File: config.mk
export PLATFORM = sky130hd
export DESIGN_NAME = array_max_priority_queue_unit
export DESIGN_NICKNAME = d
export VERILOG_FILES = /design/src/rtl/ampq_pkg.sv /design/src/rtl/ampq_ctrl.sv /design/src/rtl/ampq_dp.sv /design/src/rtl/array_max_priority_queue_unit.sv
export SDC_FILE = /design/constraint.sdc
export NUM_CORES = 1
export LEC_CHECK = 0
export BUFFER_PORTS_ARGS = -buffer_cell sky130_fd_sc_hd__buf_2
export CORE_ASPECT_RATIO = 0.75
export CORE_MARGIN = 2
export CORE_UTILIZATION = 45
export CTS_CLUSTER_DIAMETER = 50
export DETAILED_ROUTE_END_ITERATION = 10
export GPL_TIMING_DRIVEN = 0
export HOLD_SLACK_MARGIN = 0.02
export PLACE_DENSITY = 0.68
export SLEW_MARGIN = 25
export SYNTH_ARGS = -nofsm -noshare
export SYNTH_HDL_FRONTEND = slang
export SYNTH_HIERARCHICAL = 1
export SYNTH_SLANG_ARGS = --single-unit
File: constraint.sdc
create_clock -name i_clk -period 5.9 [get_ports i_clk]
set_clock_uncertainty 0.2 [all_clocks]
set_input_delay 0.885 -clock i_clk [delete_from_list [all_inputs] [get_ports i_clk]]
set_output_delay 0.885 -clock i_clk [all_outputs]
set_load 0.01 [all_outputs]
File: src/rtl/ampq_pkg.sv
// Package for the array max priority queue: payload structs, operation and
// status codes, and the controller/datapath command and status bundles.
// No dependencies.
package ampq_pkg;

    // Default number of stored entries
    localparam int DEPTH_DEF = 8;

    // Operation codes (kind field)
    localparam logic [1:0] KIND_INSERT = 2'd0;
    localparam logic [1:0] KIND_REMOVE = 2'd1;
    localparam logic [1:0] KIND_PEEK   = 2'd2;

    // Result status codes
    localparam logic [1:0] ST_OK        = 2'd0;
    localparam logic [1:0] ST_OVERFLOW  = 2'd1;
    localparam logic [1:0] ST_UNDERFLOW = 2'd2;

    // Input beat
    typedef struct packed {
        logic [1:0]          kind;
        logic signed [31:0]  value;
    } t_in;

    // Output beat
    typedef struct packed {
        logic signed [31:0]  result_value;
        logic [1:0]          status;
        logic [3:0]          occupancy;
    } t_out;

    // Controller to datapath commands
    typedef struct packed {
        logic exec_now;    // finish an operation on the input beat that needs no search
        logic scan_start;  // load entry 0 as the running maximum
        logic scan_step;   // compare one more entry
        logic commit;      // remove the maximum, close the gap, emit result
    } t_cmd;

    // Datapath to controller status
    typedef struct packed {
        logic needs_scan;  // input beat is a remove on a non-empty queue
        logic scan_done;   // every stored entry has been compared
    } t_sts;

endpackage

File: src/rtl/ampq_ctrl.sv
// Controller for the array max priority queue: handshake and sequencing of
// the maximum search. Depends on ampq_pkg.
module ampq_ctrl
    import ampq_pkg::*;
(
    input  logic i_clk,
    input  logic i_rst_n,
    input  logic i_valid,
    output logic o_stall,
    output logic o_valid,
    input  logic i_stall,
    input  t_sts i_sts,
    output t_cmd o_cmd
);

    typedef enum logic [1:0] {
        S_IDLE = 2'b01,
        S_SCAN = 2'b10
    } t_state;

    t_state r_state, n_state;
    logic   r_out_valid, n_out_valid;
    logic   w_out_free;
    logic   w_accept;

    // Output register can take a new beat this cycle
    assign w_out_free = !r_out_valid || !i_stall;
    assign o_stall    = !((r_state == S_IDLE) && w_out_free);
    assign w_accept   = i_valid && !o_stall;
    assign o_valid    = r_out_valid;

    // Next state and commands
    always_comb begin
        n_state     = r_state;
        o_cmd       = '0;
        n_out_valid = r_out_valid && i_stall;
        case (r_state)
            S_IDLE: begin
                if (w_accept) begin
                    if (i_sts.needs_scan) begin
                        o_cmd.scan_start = 1'b1;
                        n_state          = S_SCAN;
                    end else begin
                        o_cmd.exec_now = 1'b1;
                        n_out_valid    = 1'b1;
                    end
                end
            end
            S_SCAN: begin
                if (!i_sts.scan_done) begin
                    o_cmd.scan_step = 1'b1;
                end else if (w_out_free) begin
                    o_cmd.commit = 1'b1;
                    n_out_valid  = 1'b1;
                    n_state      = S_IDLE;
                end
            end
            default: begin
                n_state = S_IDLE;
            end
        endcase
    end

    // State registers
    always_ff @(posedge i_clk) begin
        if (!i_rst_n) begin
            r_state     <= S_IDLE;
            r_out_valid <= 1'b0;
        end else begin
            r_state     <= n_state;
            r_out_valid <= n_out_valid;
        end
    end

endmodule

File: src/rtl/ampq_dp.sv
// Datapath for the array max priority queue: entry registers, fill count,
// running-maximum search and the output register. Depends on ampq_pkg.
module ampq_dp
    import ampq_pkg::*;
#(
    parameter int DEPTH = DEPTH_DEF
) (
    input  logic i_clk,
    input  logic i_rst_n,
    input  t_in  i_in,
    input  t_cmd i_cmd,
    output t_sts o_sts,
    output t_out o_out
);

    localparam int CW = $clog2(DEPTH + 1);
    localparam int IW = $clog2(DEPTH);

    logic signed [31:0] r_entries [DEPTH];
    logic [CW-1:0]      r_count;
    logic [CW-1:0]      r_idx;
    logic [IW-1:0]      r_pos;
    logic signed [31:0] r_best;
    t_out               r_out;

    logic signed [31:0] w_rd;
    logic [CW-1:0]      w_count_dec;
    logic [CW-1:0]      w_count_inc;
    logic               w_empty;
    logic               w_full;

    // Occupancy is the count masked to four bits
    function automatic logic [3:0] occ(input logic [CW-1:0] c);
        logic [CW+3:0] wide;
        wide = {4'b0000, c};
        return wide[3:0];
    endfunction

    assign w_empty     = (r_count == '0);
    assign w_full      = (r_count == CW'(DEPTH));
    assign w_count_dec = r_count - CW'(1);
    assign w_count_inc = r_count + CW'(1);
    assign w_rd        = r_entries[r_idx[IW-1:0]];

    assign o_sts.needs_scan = (i_in.kind == KIND_REMOVE) && !w_empty;
    assign o_sts.scan_done  = (r_idx >= r_count);
    assign o_out            = r_out;

    // Fill count
    always_ff @(posedge i_clk) begin
        if (!i_rst_n) begin
            r_count <= '0;
        end else if (i_cmd.exec_now && i_in.kind == KIND_INSERT && !w_full) begin
            r_count <= w_count_inc;
        end else if (i_cmd.commit) begin
            r_count <= w_count_dec;
        end
    end

    // Entries, search registers and output beat
    always_ff @(posedge i_clk) begin
        if (i_cmd.exec_now) begin
            case (i_in.kind)
                KIND_INSERT: begin
                    r_out.result_value <= '0;
                    if (w_full) begin
                        r_out.status    <= ST_OVERFLOW;
                        r_out.occupancy <= occ(r_count);
                    end else begin
                        r_entries[r_count[IW-1:0]] <= i_in.value;
                        r_out.status               <= ST_OK;
                        r_out.occupancy            <= occ(w_count_inc);
                    end
                end
                KIND_REMOVE: begin
                    // only reached here when empty
                    r_out.result_value <= '0;
                    r_out.status       <= ST_UNDERFLOW;
                    r_out.occupancy    <= occ(r_count);
                end
                KIND_PEEK: begin
                    r_out.occupancy <= occ(r_count);
                    if (w_empty) begin
                        r_out.result_value <= '0;
                        r_out.status       <= ST_UNDERFLOW;
                    end else begin
                        r_out.result_value <= r_entries[0];
                        r_out.status       <= ST_OK;
                    end
                end
                default: begin
                    r_out.result_value <= '0;
                    r_out.status       <= ST_OK;
                    r_out.occupancy    <= occ(r_count);
                end
            endcase
        end

        // Start of search: entry 0 is the first candidate
        if (i_cmd.scan_start) begin
            r_best <= r_entries[0];
            r_pos  <= '0;
            r_idx  <= CW'(1);
        end

        // One compare per cycle; strict greater keeps the earliest on ties
        if (i_cmd.scan_step) begin
            if (w_rd > r_best) begin
                r_best <= w_rd;
                r_pos  <= r_idx[IW-1:0];
            end
            r_idx <= r_idx + CW'(1);
        end

        // Remove the maximum and shift later entries down one place
        if (i_cmd.commit) begin
            for (int i = 0; i < DEPTH - 1; i++) begin
                if (IW'(i) >= r_pos) begin
                    r_entries[i] <= r_entries[i+1];
                end
            end
            r_out.result_value <= r_best;
            r_out.status       <= ST_OK;
            r_out.occupancy    <= occ(w_count_dec);
        end
    end

endmodule

File: src/rtl/array_max_priority_queue_unit.sv
// Array max priority queue, top level: joins the controller and datapath.
// Depends on ampq_pkg, ampq_ctrl and ampq_dp.
//
// Bounded queue of up to DEPTH signed 32-bit values held in arrival order.
// Each input beat (insert, remove largest, peek oldest) yields exactly one
// output beat carrying the value, a status (ok, overflow, underflow) and
// the occupancy after the operation. Insert, peek, failing operations and
// the unused kind finish without a search: a new beat can be accepted every
// cycle while the output side keeps up. A remove on a non-empty queue
// walks the entries with a single comparator, one entry per cycle, then
// closes the gap once the output register is free, and only then is the
// next beat accepted. The output register holds one result; while that
// result is stalled the input is stalled too, and a new beat is accepted
// in the same cycle the held result is taken.
module array_max_priority_queue_unit
    import ampq_pkg::*;
#(
    parameter int DEPTH = DEPTH_DEF
) (
    input  logic i_clk,
    input  logic i_rst_n,
    input  logic i_valid,
    output logic o_stall,
    input  t_in  i_in,
    output logic o_valid,
    input  logic i_stall,
    output t_out o_out
);

    t_cmd w_cmd;
    t_sts w_sts;

    ampq_ctrl u_ctrl (
        .i_clk   (i_clk),
        .i_rst_n (i_rst_n),
        .i_valid (i_valid),
        .o_stall (o_stall),
        .o_valid (o_valid),
        .i_stall (i_stall),
        .i_sts   (w_sts),
        .o_cmd   (w_cmd)
    );

    ampq_dp #(
        .DEPTH (DEPTH)
    ) u_dp (
        .i_clk   (i_clk),
        .i_rst_n (i_rst_n),
        .i_in    (i_in),
        .i_cmd   (w_cmd),
        .o_sts   (w_sts),
        .o_out   (o_out)
    );

endmodule
# Word level (Yosys, flattened, before mapping)
# Memory sizes are Yosys's and may differ from the RTL's. A register that Yosys moved wholly into a read port is not among the register bits.
# Index checks and enable logic that the tools add are counted.
# word_totals
reg_bits,84
mem_bits_rw,256
in_bits,38
out_inout_bits,40
word_cells,112
mem_count,1
# classes
add_sub_neg,3
n_lt_le_gt_ge,9
eq_ne,9
n_mux,62
reduce_logical,19
# memory_table
name,depth,width,read_ports,rd_clocked_by_memory_dff,write_ports,line,text
u_dp.r_entries,8,32,9,1,7,ampq_dp.sv:19,logic signed [31:0] r_entries [DEPTH];
# op_table
op,n
$mux W32,4
$pmux W38 S3,1
$mux W38,2
$mux W1,35
$mux W34,1
$gt A32 B32 Y1,1
$reduce_or A32 Y1,1
$mux W4,4
$mux W3,5
$mux W2,7
$ge A3 B3 Y1 const A,3
$add A4 B1 Y4 const B,2
$ne A2 B1 Y1 const B,4
$ge A1 B3 Y1 const A,2
$ge A2 B3 Y1 const A,2
$logic_and A1 B1 Y1,6
$reduce_bool A2 Y1,3
$logic_not A1 Y1,5
$mux W5,1
$eq A2 B1 Y1 const B,2
$eq A2 B2 Y1 const B,2
$eq A4 B4 Y1 const B,1
$ge A4 B4 Y1,1
$logic_not A4 Y1,1
other kinds (6),6

# Longest topological paths before layout
# depth
depth_word,9
mapped_depth,16

# Modules after synthesis
# Netlist, hierarchy kept.
# modules_own_cells
module,instances,cells_each,area_each_um2,seq_area_each_um2
ampq_dp,1,1540,18524.0,9769.4
ampq_ctrl,1,28,222.7,60.1

# Worst setup path before layout
# OpenSTA, ideal clock, no wires.
# synth_path
path_kind,reg-to-reg
startpoint,register u_dp.r_count[0]
endpoint,memory u_dp.r_entries[1][0] (enable)
t_arrival_ns,4.208
path_slack_ns,1.022
path_stages_with_launch,9
path_buffers,1
period_less_slack_ns,4.878
path_cell_list,dfxtp_1 -> clkbuf_1 -> inv_1 -> ha_1 -> and3b_1 -> nor3_1 -> and2_1 -> nand2_1 -> o31ai_1
# synth_rtl
element,line,text
from (decl),ampq_dp.sv:20,logic [CW-1:0] r_count;
from (signal assigned),ampq_dp.sv:54,r_count <= w_count_inc;
from (signal assigned),ampq_dp.sv:56,r_count <= w_count_dec;
to (decl),ampq_dp.sv:19,

==> flow_summary.ini <==
[run_status]
outcome = finished clean

[timing]
tightestPinTransition_ps = 1120
grt_setup_unrepaired = no
min_period_over_period_pct = 93.4
period_needed_ps = 5510
hold_ws_ps = 287
setup_viol = 0
slew_violations = 0
max_freq_ghz = 0.182
hold_viol_final = 0
relSlewSlack_pct = 25.4

[clock_network]
cts_tree = built
clockBufferDepth = 3
hold_buffers = 0
cts_root_buf = clkbuf_16
clock_latency_ps = 550
cts_sinks = 343
postCtsSetupBuffers = 0
cts_htree_levels = 2
cts_buffers = 39
clk_pin_slew_worst_paths_ps = 60
postCtsResizedCells = 0

[place]
place_area_sq_um = 20300
gp_congestion = 0.919
hpwl_mm = 39.4
port_buffers = 77

[floorplan]
core-area_sq_um = 40900
die-area_sq_um = 43300
die_w_um = 240
die_y_um = 181
num_io_pins = 78
initial_core_util_pct = 45.8
floorplan.rows = 64

[final_layout]
layout.nets = 1784
drive_above_1_share_pct = 26.3
fillers = 3499
area_delta_synth_final_pct = 15.3
finalInstanceArea_sq_um = 21600

[logic_synthesis]
synth_edf_count = 296
synth.most_common_cell = edfxtp_1
synthTopCellsByCount = edfxtp_1 (296), nand2_1 (219), mux2_2 (182)
yosys.area.top_type = edfxtp_1
syn_nets = 1647
synthFlopType = edfxtp_1
synthTopCellsByArea = edfxtp_1 (47%), mux2_2 (11%), dfxtp_1 (5.0%)
syn_avg_cell_area_sq_um = 12.0
synth_seq_area_share_pct = 52.4
ys_seq_elements = 343
synthArstFlopShare_pct = 0
synthCells = 1568
synth_cell_types = 67
synth.top_cell.area_share_pct = 47.4
synth_area_sq_um = 18700
yosys_warnings = 6

[setup_path]
crit_type = reg -> reg
critical_path_arrival_ps = 5550
cpMostUsedCell = a21oi_1
r2r-start = u_dp/r_count[1]
cp_slowest_stage_delay_ps = 930
critPathSlowestCell = a21oi_1
ff2ff_path_depth = 15
r2r_slack_ps = 390
crit_fanout = 10
worstSetupStartpointType = flip-flop
critPathRequiredTime_ps = 5940
path_cells = inv_1 -> ha_1 -> a21oi_1 -> nor2b_1 -> o21ai_0 -> nand2b_1 -> and3_1 -> buf_2 -> clkinv_1 -> a21oi_1 -> a21oi_1 -> clkbuf_1 -> o31ai_4 -> buf_6 -> buf_6
r2r-end = u_dp/r_entries[6][15]
worstSetupEndpointType = flip-flop

[global_routing]
overflow = 0
antenna_found_initial = 1
grt_max_degree = 37
grt_pass1_vias = 13600
grt_usage_pct = 25.3
grt_pass1_wl_mm = 83.2

[power_and_ir_drop]
pwr_density_cell_nw_per_um2 = 256
static-leakage-power_nw = 8.01
p_sw_mw = 1.22
internal-power_mw = 4.32
pwr-share-comb_pct = 5.9
p_sw_share_pct = 22.0
clkPwrFrac_pct = 45.7
seqPwrFrac_pct = 48.4
irDropWorstVdd_mv = 0.165

[route]
vias = 14100
avgRoutedWirePerCell_um = 24.1
drc_errors = 0
antenna_left = 0
post_drt_via_cell_ratio = 6.13
drt_wl_total_mm = 55.4
drtIter0Drc = 1768
first_pass_iters = 6

[hold_path]
min_path_type = reg -> reg
hold_path_end = u_dp/o_out[4]
min-delay-start = u_dp/o_out[4]
hold_depth = 2

[flow_run]
drv_cap = 0
[sequential cells by signal (all words and copies together), names as in the netlist, named ones only]
| register | flops |
|---|---|
| u_dp/r_entries | 256 |
| u_dp/o_out | 38 |
| u_dp/r_best | 32 |
| u_dp/r_count | 4 |
| u_dp/r_idx | 4 |
| u_dp/r_pos | 3 |
| u_ctrl/r_state | 2 |
| u_ctrl/o_valid | 1 |
[kinds of logic (layout without fill, tap and decap cells)]
group,after synthesis,after routing,synth area share [%]
simple gates,400,400,9.83
flops,343,343,52.4
compound gates,294,294,11.4
mux,292,292,18.9
buf+inv,193,360,4.47
fa+ha+maj,41,41,2.74
xor+xnor,5,5,0.234
other cells,0,1,0
[placed cells by master, fill, tap and decap left out, types with 6 or more instances in the layout]
cell / n
a21o_1: 31
a21oi_1: 24
a221o_1: 6
a221oi_2: 28
and2_1: 7
buf_16: 6
buf_2: 101
buf_4: 8
buf_6: 13
buf_8: 6
clkbuf_1: 74
clkbuf_16: 41
dfxtp_1: 47
edfxtp_1: 296
ha_1: 41
inv_1: 81
mux2_1: 15
mux2_2: 182
mux2i_1: 65
mux4_2: 30
nand2_1: 219
nand2b_1: 8
nand3_1: 10
nand4_1: 8
nor2_1: 52
nor2b_1: 7
nor3_1: 36
o21ai_0: 101
o21ai_1: 6
o22ai_1: 34
o311ai_1: 28
or4_1: 32
[power groups by stage]
stage / logic, mW / clock network [mW] / registers (mW)
6_report: 0.326 / 2.53 / 2.68
5_1_grt: 0.354 / 2.67 / 2.68
4_1_cts: 0.320 / 2.57 / 2.68
3_5_place_dp: 0.318 / 0 / 2.73
3_3_place_gp: 0.298 / 0 / 2.73
2_1_floorplan: 0.186 / 0 / 2.74
[how the worst max path moves through the flow]
stage,start,end,depth (start not counted)
after floorplan,u_dp/r_count[0],u_dp/r_entries[1][0],8
after global placement,i_stall,u_dp/r_entries[6][11],7
after detailed placement,u_dp/r_count[1],u_dp/r_entries[6][17],15
after CTS,u_dp/r_count[1],u_dp/r_entries[6][17],15
after global routing,u_dp/r_count[1],u_dp/r_entries[6][17],15
final,u_dp/r_count[1],u_dp/r_entries[6][15],15
[routing by layer]
metal	wire (um)	share of wire (%)	up-vias	global-route usage [%]
met5	0	0	-	0
met1	23800	43	6896	37.4
met2	23500	42	834	36.6
li1	-	-	6227	-
met3	6500	12	126	6.45
met4	1600	2.9	0	7.10
[critical path: cells and delay by family (launching register included)]
kind                     cells  cell delay (ps)
flip-flops                   1              540
AO/OA/AOI/OAI                5             1830
adder cells (fa/ha/maj)      1              310
AND/OR/NAND/NOR              3              480
buffers and inverters        6             1830
[layout make-up]
| cell class | count | area (sq um) | area share [%] |
|---|---|---|---|
| Timing Repair Buffer | 96 | 728 | 3.37 |
| Tap cell | 561 | 702 | 3.25 |
| Clock inverter | 20 | 250 | 1.16 |
| Multi-Input combinational cell | 1032 | 8190 | 37.9 |
| Buffer | 111 | 531 | 2.45 |
| Antenna cell | 1 | 2.50 | 0.0116 |
| Clock buffer | 51 | 1080 | 5.01 |
| Inverter | 82 | 308 | 1.42 |
| Sequential cell | 343 | 9830 | 45.5 |
[through the flow]
step / setup TNS (ps) / utilization (%) / instances / power [mW] / setup slack (ps)
after CTS: 0 / 52.8 / 2296 / 5.57 / 667
final: 0 / 52.8 / 2297 / 5.54 / 392
after global placement: -281510 / 48.5 / 2206 / 3.03 / -1900
after floorplan: 0 / - / 1568 / 2.93 / 1020
after global routing: 0 / 52.8 / 2297 / 5.71 / 299
after detailed placement: 0 / 49.6 / 2225 / 3.05 / 742
No activity file was read; power rests on OpenSTA's default activity.
